[src/hdl/rtfp_pkg.sv]
// Package for the radar TLV frame parser.
// Holds the parse phase type, the record and limits structs and the fixed constants; no dependencies.
`default_nettype none
package rtfp_pkg;
	localparam int HEADER_BYTES = 40;
	localparam int TLV_HEADER_BYTES = 8;
	localparam int QUEUE_DEPTH = 4;

	typedef enum logic [2:0] {
		PH_HUNT     = 3'd0,
		PH_HEADER   = 3'd1,
		PH_TLV_HEAD = 3'd2,
		PH_TLV_BODY = 3'd3,
		PH_SKIP     = 3'd4
	} phase_t;

	localparam logic [1:0] KIND_HEADER   = 2'd0;
	localparam logic [1:0] KIND_POSITION = 2'd1;
	localparam logic [1:0] KIND_SNR      = 2'd2;
	localparam logic [1:0] KIND_ERROR    = 2'd3;

	localparam logic [1:0] ERR_NONE   = 2'd0;
	localparam logic [1:0] ERR_LIMITS = 2'd1;
	localparam logic [1:0] ERR_TLV    = 2'd2;

	localparam logic [2:0] REG_SYNC_LOW    = 3'd0;
	localparam logic [2:0] REG_SYNC_HIGH   = 3'd1;
	localparam logic [2:0] REG_MAX_PAYLOAD = 3'd2;
	localparam logic [2:0] REG_MAX_TLVS    = 3'd3;
	localparam logic [2:0] REG_MAX_OBJECTS = 3'd4;
	localparam logic [2:0] REG_MAX_KIND    = 3'd5;
	localparam logic [2:0] REG_MAX_TLV_LEN = 3'd6;

	typedef struct packed {
		logic        frame_end;
		logic [1:0]  error_code;
		logic [31:0] word_e;
		logic [31:0] word_d;
		logic [31:0] word_c;
		logic [31:0] word_b;
		logic [31:0] word_a;
		logic [7:0]  object_index;
		logic [1:0]  record_kind;
	} record_t;

	typedef struct packed {
		logic [31:0] sync_low;
		logic [31:0] sync_high;
		logic [15:0] max_payload_bytes;
		logic [7:0]  max_tlv_count;
		logic [7:0]  max_object_count;
		logic [7:0]  max_tlv_kind;
		logic [15:0] max_tlv_bytes;
	} limits_t;
endpackage
`default_nettype wire

[src/hdl/rtfp_front.sv]
// Front part of the radar TLV frame parser: sync hunt, header and TLV walk, one byte a cycle while byte_valid is high.
// Depends on rtfp_pkg; produces at most one record per accepted byte.
`default_nettype none
module rtfp_front (
	input  wire logic             clk,
	input  wire logic             arst_n,
	input  wire logic             byte_valid,
	input  wire logic [7:0]       rx_byte,
	input  wire rtfp_pkg::limits_t limits,
	output logic                  rec_valid,
	output rtfp_pkg::record_t     rec
);
	rtfp_pkg::phase_t phase_q, phase_d;
	logic [63:0] window_q, window_d;
	logic [7:0]  pos_q, pos_d;
	logic [31:0] word_q, word_d;
	logic [31:0] frame_q, frame_d, total_q, total_d, cycles_q, cycles_d;
	logic [7:0]  objects_q, objects_d, tlvs_q, tlvs_d, tlv_idx_q, tlv_idx_d;
	logic [31:0] kind_q, kind_d;
	logic [15:0] tlv_rem_q, tlv_rem_d, pay_rem_q, pay_rem_d;
	logic [7:0]  cursor_q, cursor_d;
	logic [31:0] pos_x_q, pos_x_d, pos_y_q, pos_y_d, pos_z_q, pos_z_d;
	logic        fault_q, fault_d;

	always_comb begin
		logic [31:0] asm_w;
		logic [7:0]  pos_n;
		logic [31:0] pay_w;
		logic        flt;
		logic        done;
		logic        fin;
		phase_d = phase_q; window_d = window_q; pos_d = pos_q; word_d = word_q;
		frame_d = frame_q; total_d = total_q; cycles_d = cycles_q;
		objects_d = objects_q; tlvs_d = tlvs_q; tlv_idx_d = tlv_idx_q;
		kind_d = kind_q; tlv_rem_d = tlv_rem_q; pay_rem_d = pay_rem_q;
		cursor_d = cursor_q; pos_x_d = pos_x_q; pos_y_d = pos_y_q; pos_z_d = pos_z_q;
		fault_d = fault_q;
		rec_valid = 1'b0;
		rec = '0;
		asm_w = {rx_byte, word_q[31:8]};
		pos_n = pos_q + 8'd1;
		pay_w = '0;
		flt = fault_q;
		done = 1'b0;
		fin = 1'b0;
		unique case (phase_q)
			rtfp_pkg::PH_HUNT: begin
				window_d = {rx_byte, window_q[63:8]};
				if (pos_q < 8'd8) pos_d = pos_n;
				if ((pos_q >= 8'd7) && (window_d == {limits.sync_high, limits.sync_low})) begin
					phase_d = rtfp_pkg::PH_HEADER;
					pos_d = 8'd8;
					word_d = '0;
					fault_d = 1'b0;
				end
			end
			rtfp_pkg::PH_HEADER: begin
				word_d = asm_w;
				if (pos_q[1:0] == 2'd3) begin
					case (pos_q - 8'd3)
						8'd12: total_d = asm_w;
						8'd20: frame_d = asm_w;
						8'd24: cycles_d = asm_w;
						8'd28: begin
							if (asm_w > {24'd0, limits.max_object_count}) flt = 1'b1;
							objects_d = asm_w[7:0];
						end
						8'd32: begin
							if (asm_w > {24'd0, limits.max_tlv_count}) flt = 1'b1;
							tlvs_d = asm_w[7:0];
						end
						default: ;
					endcase
				end
				fault_d = flt;
				pos_d = pos_n;
				if (pos_n == 8'(rtfp_pkg::HEADER_BYTES)) begin
					if (total_d < 32'(rtfp_pkg::HEADER_BYTES)) begin
						flt = 1'b1;
					end else begin
						pay_w = total_d - 32'(rtfp_pkg::HEADER_BYTES);
						if (pay_w > {16'd0, limits.max_payload_bytes}) flt = 1'b1;
					end
					fault_d = flt;
					rec_valid = 1'b1;
					if (flt) begin
						pay_rem_d = '0;
						rec.record_kind = rtfp_pkg::KIND_ERROR;
						rec.error_code = rtfp_pkg::ERR_LIMITS;
						rec.frame_end = 1'b1;
						phase_d = rtfp_pkg::PH_HUNT;
						window_d = '0;
						pos_d = '0;
					end else begin
						pay_rem_d = pay_w[15:0];
						tlv_idx_d = '0;
						cursor_d = '0;
						pos_d = '0;
						rec.record_kind = rtfp_pkg::KIND_HEADER;
						rec.word_a = frame_d;
						rec.word_b = total_d;
						rec.word_c = {24'd0, objects_d};
						rec.word_d = {24'd0, tlvs_d};
						rec.word_e = cycles_d;
						if ((tlvs_d == 8'd0) || (pay_w[15:0] == 16'd0)) begin
							rec.frame_end = 1'b1;
							if (pay_w[15:0] != 16'd0) begin
								phase_d = rtfp_pkg::PH_SKIP;
							end else begin
								phase_d = rtfp_pkg::PH_HUNT;
								window_d = '0;
							end
						end else begin
							phase_d = rtfp_pkg::PH_TLV_HEAD;
						end
					end
				end
			end
			rtfp_pkg::PH_TLV_HEAD: begin
				word_d = asm_w;
				pay_rem_d = pay_rem_q - 16'd1;
				pos_d = pos_n;
				if (pos_n == 8'd4) begin
					kind_d = asm_w;
				end else if (pos_n >= 8'(rtfp_pkg::TLV_HEADER_BYTES)) begin
					pos_d = '0;
					cursor_d = '0;
					if ((kind_q > {24'd0, limits.max_tlv_kind}) ||
						(asm_w > {16'd0, limits.max_tlv_bytes})) begin
						rec_valid = 1'b1;
						rec.record_kind = rtfp_pkg::KIND_ERROR;
						rec.error_code = rtfp_pkg::ERR_TLV;
						rec.frame_end = 1'b1;
						if (pay_rem_d != 16'd0) begin
							phase_d = rtfp_pkg::PH_SKIP;
						end else begin
							phase_d = rtfp_pkg::PH_HUNT;
							window_d = '0;
						end
					end else begin
						tlv_rem_d = asm_w[15:0];
						if (asm_w[15:0] == 16'd0) done = 1'b1;
						else phase_d = rtfp_pkg::PH_TLV_BODY;
					end
				end
				fin = !rec_valid;
			end
			rtfp_pkg::PH_TLV_BODY: begin
				word_d = asm_w;
				pay_rem_d = pay_rem_q - 16'd1;
				tlv_rem_d = tlv_rem_q - 16'd1;
				if (kind_q == 32'd1) begin
					pos_d = pos_n;
					if (pos_n[1:0] == 2'd0) begin
						case (pos_n[4:2])
							3'd1: pos_x_d = asm_w;
							3'd2: pos_y_d = asm_w;
							3'd3: pos_z_d = asm_w;
							default: begin
								if (cursor_q < objects_q) begin
									rec_valid = 1'b1;
									rec.record_kind = rtfp_pkg::KIND_POSITION;
									rec.object_index = cursor_q;
									rec.word_a = pos_x_q;
									rec.word_b = pos_y_q;
									rec.word_c = pos_z_q;
									rec.word_d = asm_w;
								end
								if (cursor_q != 8'hFF) cursor_d = cursor_q + 8'd1;
								pos_d = '0;
							end
						endcase
					end
				end else if (kind_q == 32'd7) begin
					pos_d = pos_n;
					if (pos_n >= 8'd4) begin
						if (cursor_q < objects_q) begin
							rec_valid = 1'b1;
							rec.record_kind = rtfp_pkg::KIND_SNR;
							rec.object_index = cursor_q;
							rec.word_a = {16'd0, asm_w[15:0]};
							rec.word_b = {16'd0, asm_w[31:16]};
						end
						if (cursor_q != 8'hFF) cursor_d = cursor_q + 8'd1;
						pos_d = '0;
					end
				end
				if (tlv_rem_d == 16'd0) done = 1'b1;
				fin = 1'b1;
			end
			rtfp_pkg::PH_SKIP: begin
				pay_rem_d = pay_rem_q - 16'd1;
				if (pay_rem_d == 16'd0) begin
					phase_d = rtfp_pkg::PH_HUNT;
					window_d = '0;
					pos_d = '0;
				end
			end
			default: begin
				phase_d = rtfp_pkg::PH_HUNT;
				window_d = '0;
				pos_d = '0;
			end
		endcase
		if (fin) begin
			if (done) begin
				tlv_idx_d = tlv_idx_q + 8'd1;
				phase_d = rtfp_pkg::PH_TLV_HEAD;
				pos_d = '0;
			end
			if ((pay_rem_d == 16'd0) || (done && (tlv_idx_d == tlvs_q))) begin
				if (rec_valid) begin
					rec.frame_end = 1'b1;
				end else begin
					rec_valid = 1'b1;
					rec.record_kind = rtfp_pkg::KIND_ERROR;
					rec.error_code = rtfp_pkg::ERR_NONE;
					rec.frame_end = 1'b1;
				end
				if (pay_rem_d != 16'd0) begin
					phase_d = rtfp_pkg::PH_SKIP;
				end else begin
					phase_d = rtfp_pkg::PH_HUNT;
					window_d = '0;
					pos_d = '0;
				end
			end
		end
		if (!byte_valid) rec_valid = 1'b0;
	end

	always_ff @(posedge clk or negedge arst_n) begin
		if (!arst_n) begin
			phase_q <= rtfp_pkg::PH_HUNT;
			window_q <= '0; pos_q <= '0; word_q <= '0;
			frame_q <= '0; total_q <= '0; cycles_q <= '0;
			objects_q <= '0; tlvs_q <= '0; tlv_idx_q <= '0;
			kind_q <= '0; tlv_rem_q <= '0; pay_rem_q <= '0; cursor_q <= '0;
			pos_x_q <= '0; pos_y_q <= '0; pos_z_q <= '0; fault_q <= 1'b0;
		end else if (byte_valid) begin
			phase_q <= phase_d;
			window_q <= window_d; pos_q <= pos_d; word_q <= word_d;
			frame_q <= frame_d; total_q <= total_d; cycles_q <= cycles_d;
			objects_q <= objects_d; tlvs_q <= tlvs_d; tlv_idx_q <= tlv_idx_d;
			kind_q <= kind_d; tlv_rem_q <= tlv_rem_d; pay_rem_q <= pay_rem_d;
			cursor_q <= cursor_d;
			pos_x_q <= pos_x_d; pos_y_q <= pos_y_d; pos_z_q <= pos_z_d; fault_q <= fault_d;
		end
	end
endmodule
`default_nettype wire

[src/hdl/rtfp_queue.sv]
// Short record queue between the parser front and the output back part.
// Depends on rtfp_pkg for the record type and depth.
`default_nettype none
module rtfp_queue (
	input  wire logic              clk,
	input  wire logic              arst_n,
	input  wire logic              push,
	input  wire rtfp_pkg::record_t push_rec,
	input  wire logic              pop,
	output logic                   full,
	output logic                   empty,
	output rtfp_pkg::record_t      head
);
	localparam int AW = $clog2(rtfp_pkg::QUEUE_DEPTH);
	rtfp_pkg::record_t mem_q [rtfp_pkg::QUEUE_DEPTH];
	logic [AW-1:0] wr_q, rd_q;
	logic [AW:0]   count_q;

	assign full = (count_q == (AW+1)'(rtfp_pkg::QUEUE_DEPTH));
	assign empty = (count_q == '0);
	assign head = mem_q[rd_q];

	always_ff @(posedge clk) begin
		if (push) mem_q[wr_q] <= push_rec;
	end

	always_ff @(posedge clk or negedge arst_n) begin
		if (!arst_n) begin
			wr_q <= '0;
			rd_q <= '0;
			count_q <= '0;
		end else begin
			if (push) wr_q <= wr_q + 1'b1;
			if (pop) rd_q <= rd_q + 1'b1;
			count_q <= count_q + (AW+1)'(push) - (AW+1)'(pop);
		end
	end
endmodule
`default_nettype wire

[src/hdl/rtfp_back.sv]
// Back part of the radar TLV frame parser: output register driving the master stream.
// Depends on rtfp_pkg for the record type.
`default_nettype none
module rtfp_back (
	input  wire logic              clk,
	input  wire logic              arst_n,
	input  wire logic              q_empty,
	input  wire rtfp_pkg::record_t q_head,
	output logic                   q_pop,
	output logic                   out_valid,
	input  wire logic              out_ready,
	output rtfp_pkg::record_t      out_rec
);
	logic valid_q;
	rtfp_pkg::record_t rec_q;

	assign q_pop = !q_empty && (!valid_q || out_ready);
	assign out_valid = valid_q;
	assign out_rec = rec_q;

	always_ff @(posedge clk or negedge arst_n) begin
		if (!arst_n) valid_q <= 1'b0;
		else if (!valid_q || out_ready) valid_q <= !q_empty;
	end

	always_ff @(posedge clk) begin
		if (q_pop) rec_q <= q_head;
	end
endmodule
`default_nettype wire

[src/hdl/radar_tlv_frame_parser.sv]
// Top level of the radar TLV frame parser.
// Instantiates rtfp_front, rtfp_queue and rtfp_back; depends on rtfp_pkg.
//
// Usage:
// Bytes of the radar output stream enter on s_tdata, one per transfer. The
// parser hunts for the sync word, reads the header and walks the TLVs, and
// each byte yields at most one record on the m_ channel: m_tuser is the
// record kind, m_tlast marks the last record of a frame.
// Registers are written through cfg_valid, cfg_index and cfg_data while the
// block is idle, a rule for the user that the block itself does not enforce;
// cfg_ready is always high. Throughput is one byte per cycle while s_tready
// is high, set by the per-byte parser state update. A record enters the queue
// at the edge that accepts its byte and the output register once it is free.
// The queue holds four records; when the receiver stalls, s_tready drops
// only once the queue is full, and no record is lost.
// Reset clears the parser to the sync hunt, empties the queue and loads the
// register reset values.
`default_nettype none
module radar_tlv_frame_parser (
	input  wire logic         clk,
	input  wire logic         arst_n,
	input  wire logic         s_tvalid,
	output logic              s_tready,
	input  wire logic [7:0]   s_tdata,   // rx_byte
	output logic              m_tvalid,
	input  wire logic         m_tready,
	output logic [175:0]      m_tdata,   // object_index, word_a..word_e, error_code, zero fill
	output logic [1:0]        m_tuser,   // record_kind
	output logic              m_tlast,   // frame_end
	input  wire logic         cfg_valid,
	output logic              cfg_ready,
	input  wire logic [2:0]   cfg_index,
	input  wire logic [31:0]  cfg_data
);
	rtfp_pkg::limits_t limits_q;
	rtfp_pkg::record_t front_rec, head_rec, out_rec;
	logic front_valid, q_full, q_empty, q_pop, accept;

	assign cfg_ready = 1'b1;
	assign s_tready = !q_full;
	assign accept = s_tvalid && s_tready;

	always_ff @(posedge clk or negedge arst_n) begin
		if (!arst_n) begin
			limits_q.sync_low <= 32'd50594050;
			limits_q.sync_high <= 32'd117966086;
			limits_q.max_payload_bytes <= 16'd10000;
			limits_q.max_tlv_count <= 8'd20;
			limits_q.max_object_count <= 8'd10;
			limits_q.max_tlv_kind <= 8'd20;
			limits_q.max_tlv_bytes <= 16'd10000;
		end else if (cfg_valid) begin
			unique case (cfg_index)
				rtfp_pkg::REG_SYNC_LOW:    limits_q.sync_low <= cfg_data;
				rtfp_pkg::REG_SYNC_HIGH:   limits_q.sync_high <= cfg_data;
				rtfp_pkg::REG_MAX_PAYLOAD: limits_q.max_payload_bytes <= cfg_data[15:0];
				rtfp_pkg::REG_MAX_TLVS:    limits_q.max_tlv_count <= cfg_data[7:0];
				rtfp_pkg::REG_MAX_OBJECTS: limits_q.max_object_count <= cfg_data[7:0];
				rtfp_pkg::REG_MAX_KIND:    limits_q.max_tlv_kind <= cfg_data[7:0];
				rtfp_pkg::REG_MAX_TLV_LEN: limits_q.max_tlv_bytes <= cfg_data[15:0];
				default: ;
			endcase
		end
	end

	rtfp_front u_front (
		.clk(clk), .arst_n(arst_n), .byte_valid(accept), .rx_byte(s_tdata),
		.limits(limits_q), .rec_valid(front_valid), .rec(front_rec)
	);

	rtfp_queue u_queue (
		.clk(clk), .arst_n(arst_n), .push(front_valid), .push_rec(front_rec),
		.pop(q_pop), .full(q_full), .empty(q_empty), .head(head_rec)
	);

	rtfp_back u_back (
		.clk(clk), .arst_n(arst_n), .q_empty(q_empty), .q_head(head_rec), .q_pop(q_pop),
		.out_valid(m_tvalid), .out_ready(m_tready), .out_rec(out_rec)
	);

	assign m_tdata = {6'd0, out_rec.error_code, out_rec.word_e, out_rec.word_d,
		out_rec.word_c, out_rec.word_b, out_rec.word_a, out_rec.object_index};
	assign m_tuser = out_rec.record_kind;
	assign m_tlast = out_rec.frame_end;

	a_err_ends_frame: assert property (@(posedge clk) disable iff (!arst_n)
		(m_tvalid && (m_tuser == rtfp_pkg::KIND_ERROR)) |-> m_tlast)
		else $error("error record without frame end");
	a_no_push_when_full: assert property (@(posedge clk) disable iff (!arst_n)
		q_full |-> !front_valid)
		else $error("record produced while queue full");
	a_pop_fills_output: assert property (@(posedge clk) disable iff (!arst_n)
		q_pop |=> m_tvalid)
		else $error("popped record did not reach the output");
	a_header_no_code: assert property (@(posedge clk) disable iff (!arst_n)
		(m_tvalid && (m_tuser != rtfp_pkg::KIND_ERROR)) |-> (m_tdata[169:168] == 2'd0))
		else $error("non-error record carries an error code");
endmodule
`default_nettype wire

[config.mk]
export PLATFORM = sky130hd
export DESIGN_NAME = radar_tlv_frame_parser
export DESIGN_NICKNAME = d
export VERILOG_FILES = /design/src/hdl/rtfp_pkg.sv /design/src/hdl/rtfp_front.sv /design/src/hdl/rtfp_queue.sv /design/src/hdl/rtfp_back.sv /design/src/hdl/radar_tlv_frame_parser.sv
export SDC_FILE = /design/constraint.sdc
export NUM_CORES = 2
export LEC_CHECK = 0
export BUFFER_PORTS_ARGS = -buffer_cell sky130_fd_sc_hd__buf_2
export CAP_MARGIN = 30
export CORE_MARGIN = 2
export CORE_UTILIZATION = 65
export CTS_BUF_LIST = sky130_fd_sc_hd__clkbuf_4
export DETAILED_ROUTE_END_ITERATION = 7
export GPL_TIMING_DRIVEN = 0
export PLACE_DENSITY = 0.81
export SKIP_CTS_REPAIR_TIMING = 1
export SYNTH_ARGS = -nofsm -noshare
export SYNTH_HDL_FRONTEND = slang
export SYNTH_HIERARCHICAL = 1
export SYNTH_SLANG_ARGS = --single-unit
[constraint.sdc]
create_clock -name clk -period 16.9 [get_ports clk]
set_clock_uncertainty 0.15 [all_clocks]
set_input_delay 1.69 -clock clk [delete_from_list [all_inputs] [get_ports clk]]
set_output_delay 1.69 -clock clk [all_outputs]
set_load 0.05 [all_outputs]
Yosys cells after proc, flatten, opt, wreduce, memory -nomap -nowiden

Memories as Yosys holds them, arrays and structs flattened. A register that Yosys moved wholly into a read port is not among the register bits.
Index checks and enable logic that the tools add are counted.
W data, S select, Z words.

Flip-flop bits (word level): 524
Memories: 1
Bits in writable memories: 692
Output and inout port bits: 182

Eq/ne operators: 37
Reductions and logical operators: 48
Multiplexer cells: 153
Magnitude comparators: 11
Add/subtract/negate cells: 11

Memory list:

| name          | depth | bits a word | rd ports | clocked after memory_dff | wr ports | line             | source |
|---|---|---|---|---|---|---|---|
| u_queue.mem_q | 4     | 173         | 1        | 1                        | 1        | rtfp_queue.sv:15 | `rtfp_pkg::record_t mem_q [rtfp_pkg::QUEUE_DEPTH];` |

Operators by type and width:

| cell                  | number |
|---|---|
| $mux W64              | 13 |
| $mux W138             | 3 |
| $pmux W64 S5          | 1 |
| $mux W8               | 37 |
| $mux W32              | 9 |
| $pmux W128 S2         | 1 |
| $mux W74              | 3 |
| $mux W163             | 1 |
| $mux W160             | 1 |
| $mux W16              | 8 |
| $gt A32 B8 Y1         | 3 |
| $logic_not A16 Y1     | 5 |
| $eq A64 B64 Y1        | 1 |
| $gt A32 B16 Y1        | 2 |
| $pmux W16 S2          | 2 |
| $pmux W32 S2          | 1 |
| $mux W3               | 20 |
| $mux W58              | 1 |
| $reduce_bool A16 Y1   | 3 |
| $pmux W8 S5           | 1 |
| $mux W1               | 33 |
| $eq A32 B1 Y1 const B | 1 |
| $eq A32 B3 Y1 const B | 1 |
| $lt A32 B6 Y1 const B | 1 |
| other kinds (45)      | 108 |

Depth between registers and ports, before layout

Depth after elaboration: 24
Mapped depth: 28
Depth with buffers taken out: 20

Hierarchy

Netlist, hierarchy kept.

By module, submodules not included:

| module                 | area an instance (um2) | times used | seq. area each (um2) | cells an instance |
|---|---|---|---|---|
| rtfp_queue             | 25359.3                | 1          | 20955.1              | 938 |
| rtfp_front             | 24063.1                | 1          | 9509.1               | 2622 |
| rtfp_back              | 5245.0                 | 1          | 5220.0               | 178 |
| radar_tlv_frame_parser | 4665.7                 | 1          | 3039.2               | 273 |

Worst setup path before layout

No wires, ideal clock.

Path type: input -> register
Start: in s_tdata[3]
End: mem u_queue/mem_q[0][0] (netlist bit) (enable)
Path slack: 8.108 ns
Arrival: 8.088 ns
Data required time: 16.197 ns
Cell stages on the path: 12
Cell sequence: clkbuf_1 > nor4_1 > nand3b_1 > nor3_1 > and4_1 > nand2_1 > a21o_1 > clkbuf_1 > buf_1 > o21a_4 > a31oi_1 > and2_1

Word-level cells in the longest chain between the ends: 22
Elaborated cells between the ends (all ways): 49
Those cells by class: add/sub: 1; order compare: 5; eq/ne: 1; mux: 37; reduce/logical: 5

RTL lines:

| element                         | line                         | source |
|---|---|---|
| from (decl)                     | radar_tlv_frame_parser.sv:24 | `input wire logic [7:0] s_tdata,` |
| $mux W32                        | rtfp_front.sv:60             | `case (pos_q - 8'd3)` |
| $mux W32                        | rtfp_front.sv:59             | `if (pos_q[1:0] == 2'd3) begin` |
| $mux W32                        | rtfp_front.sv:46             | `unique case (phase_q)` |
| $sub A32 B6 Y32                 | rtfp_front.sv:81             | `pay_w = total_d - 32'(rtfp_pkg::HEADER_BYTES);` |
| $gt A32 B16 Y1                  | rtfp_front.sv:82             | `if (pay_w > {16'd0, limits.max_payload_bytes}) flt = 1'b1;` |
| $mux W1                         | rtfp_front.sv:82             |  |
| $mux W1                         | rtfp_front.sv:78             | `if (total_d < 32'(rtfp_pkg::HEADER_BYTES)) begin` |
| $mux W1                         | rtfp_front.sv:77             | `if (pos_n == 8'(rtfp_pkg::HEADER_BYTES)) begin` |
| [7 not listed]                  | -                            |  |
| $logic_and A1 B1 Y1             | rtfp_front.sv:211            | `if ((pay_rem_d == 16'd0) \|\| (done && (tlv_idx_d == tlvs_q))) begin` |
| $logic_or A1 B1 Y1              | rtfp_front.sv:211            |  |
| $mux W1                         | rtfp_front.sv:211            |  |
| $mux W1 *                       | rtfp_front.sv:205            | `if (fin) begin` |
| $mux W1 *                       | rtfp_front.sv:229            | `if (!byte_valid) rec_valid = 1'b0;` |
| net front_valid                 | radar_tlv_frame_parser.sv:37 | `logic front_valid, q_full, q_empty, q_pop, accept;` |
| $mux W1 *                       | rtfp_queue.sv:24             | `if (push) mem_q[wr_q] <= push_rec;` |
| $mux W1 (not written as such) * | rtfp_queue.sv:24             |  |
| to (decl)                       | rtfp_queue.sv:15             |  |

The timed path passes the listed nets; every way through them passes the cells marked *. The select of a mux whose other input is x is not followed.

==> metrics <==
I/O Buffers 210; Slew @ Worst Pin 1.14 ns; ys async rst share 0.370; NetSw 2290 uW; Power per Cell Area 119 nW/um^2; HPWL Detailed 116 mm; Switching Fraction 0.285; Clk pin slew, worst setup/hold paths 0.06 ns; yosys warns 6; hold slack 0.318 ns; Pint 5740 uW; area of the core 90300 sq um; worst min path class primary input to asynchronous set/reset pin; Tmin final 9.99 ns; FF+latch count, synth 1373; Worst setup EP type flop; number of buffers created by CTS 353; Row Count 110; RSZ-0062 raised after global routing no; fmax 0.100 GHz; run status complete, no violations; Routed WL 168 mm; htree depth 5; Synth cell types 98; DRC viols 0; GP Congestion 1.02; CP arrival 10.68 ns; vias in the first global route 39436; share of cells above drive strength 1 0.294; Final Max Tran Viols 0; CTS root buffer clkbuf_4; WL met1 61.9 mm; setup TNS after final layout 0 ns; Clock Power Share 0.348; gr usage total 0.363; Seq/Total Area, Yosys 0.653; area grow syn2layout 13.4%; IO Pins 230; largest net degree at the start of global routing 122; Max Cap Violations 0; Final Cycle Share 0.591; initial antenna violation count 8; highest routed layer met5; Die Height 306 microns; Via Count 39479; Post-DRT Antenna Nets 0; die span in x 306 microns; Syn Inst Count 4011; Initial Util 0.657; R2R depth 26; maximum root-to-sink buffer count 4; GRT overflow 0; drt pass-1 iters 8; Worst IR Drop VDD 0.0783 mV; clk_lat worst skew 1.21 ns; met2 WL post-DR 79.6 mm; Worst Path Required 17.59 ns; leak pwr 0.0253 uW; crit path launch type flop; Routed wire per std cell 27.6 microns; Top FF cell, synth edfxtp_1; Synth Area per Inst 14.8 sq um; NumNets Final 4758; first-pass GRT wire length 249 mm; routed wl met3 17.1 mm; crit path kind flop to flop; full die area 93700 sq um; Flop pwr share 0.483; CP max FO 10; slew margin rel. 0.229; synthesized cell area 59300 sq um; Clock Sinks 1373; Post-synth EDFFs 865; final hold vios 0; Setup Viol. Count Final 0; Combinational Power Share 0.169; Iter 0 DRT Violations 5374; CTS tree yes; Vias/cell 6.48
-- area by class of cell --
cell class	instances	area, sq um
Antenna cell	8	20.0
Inverter	106	398
Sequential cell	1373	38700
Fill cell	5605	23000
Multi-Input combinational cell	2253	18900
Clock inverter	92	448
Clock buffer	535	4020
Timing Repair Buffer	261	1950
Tap cell	1176	1470
Buffer	284	1390
-- layout by cell type (no fill, tap or decap), types with 105 or more instances in the layout --
cell      netlist  routed
mux2_2        298     298
clkbuf_1      181     181
mux4_2        173     173
buf_2          45     258
dfrtp_1       479     479
inv_1         105     105
clkbuf_4        0     537
nor2_1        156     156
o21ai_0       184     184
nand2_1       228     228
edfxtp_1      865     865
-- routing by layer --
layer / vias up / global-route usage
met4: 2 / 0.196
met2: 2524 / 0.568
met3: 481 / 0.0810
li1: 16787 / -
met1: 19685 / 0.482
met5: - / 0
-- path summary, 6_finish.rpt --
kind / start / endpoint / slack (ns)
min: arst_n / limits_q[111] / 0.32
min in group clk: limits_q[45] / limits_q[45] / 0.34
max reg2reg: u_front/pos_q[1] / u_queue/mem_q[0][79] / 6.91
min reg2reg: limits_q[45] / limits_q[45] / 0.34
max: u_front/pos_q[1] / u_queue/mem_q[0][79] / 6.91
max in group asynchronous: arst_n / u_queue/rd_q[0] / 14.22
-- critical path, stage by stage, from the launching register on --
cell	delay, ns
dfrtp_1	0.48
ha_1	0.24
buf_4	0.17
and4b_1	0.29
buf_2	0.24
nand2_2	0.27
clkbuf_1	0.49
buf_1	0.52
clkbuf_1	0.62
mux2i_1	0.70
ha_1	0.36
nor2b_1	0.06
o21ai_0	0.11
nand2_1	0.23
or3_1	0.43
and2_1	0.29
ha_1	0.34
a21o_1	0.16
a21oi_1	0.13
o22ai_1	0.09
o21ai_0	0.69
nand2_1	0.16
nor4b_2	0.50
nand4_1	0.24
buf_2	0.35
clkbuf_1	0.37
o21ai_0	0.99
-- sequential cells by signal (all words and copies together) (netlist names), 32 cells and up --
register	count
u_front/window_q	56
u_back/out_rec	173
u_front/pos_y_q	32
limits_q	120
u_queue/mem_q	692
u_front/pos_x_q	32
u_front/pos_z_q	32
u_front/total_q	32
u_front/cycles_q	32
u_front/frame_q	32
u_front/kind_q	32
-- power groups by stage --
| stage | registers [uW] | logic, uW | clock network, uW |
|---|---|---|---|
| floorplan | 4050 | 832 | 0 |
| global placement | 3970 | 1290 | 0 |
| detailed placement | 3940 | 1350 | 0 |
| CTS | 3880 | 1360 | 2840 |
| global route | 3900 | 1460 | 3010 |
| finish | 3880 | 1360 | 2790 |
-- synth_stat cells (all sizes together), types with 82 or more instances --
| cell | n | area, sq um |
|---|---|---|
| edfxtp | 865 | 26000 |
| dfrtp | 479 | 12000 |
| mux2 | 326 | 3670 |
| nand2 | 229 | 862 |
| o21ai | 228 | 1140 |
| clkbuf | 183 | 689 |
| mux4 | 173 | 3900 |
| nor2 | 157 | 592 |
| inv | 105 | 394 |
| buf | 101 | 698 |
| a21oi | 94 | 474 |
| a22oi | 93 | 698 |
| mux2i | 85 | 851 |
| and2 | 82 | 513 |
-- kinds of logic (layout without fill, tap and decap cells) --
kind of cell               Yosys count  count (layout)  share of synthesized area
buffers and inverters              390            1278                     0.0301
DFF                               1373            1373                      0.653
adders and majority gates           78              78                     0.0166
and+or+nand+nor                    811             811                     0.0697
muxes                              584             584                      0.142
AOI/OAI and AO/OA                  664             664                     0.0729
xor gates and xnor gates           109             109                     0.0161
other                                2              15                   0.000127
-- through the flow --
step / setup slack (ns) / instances / power (uW) / cell area [sq um] / util
floorplan: 8.11 / 4016 / 4880 / 59400 / -
global placement: 2.54 / 5402 / 5260 / 61900 / 0.685
detailed placement: 7.36 / 5448 / 5290 / 62700 / 0.695
CTS: 7.40 / 6075 / 8080 / 67200 / 0.744
global route: 6.68 / 6085 / 8370 / 67300 / 0.745
finish: 6.91 / 6088 / 8040 / 67300 / 0.745
No activity file was read; power rests on OpenSTA's default activity.
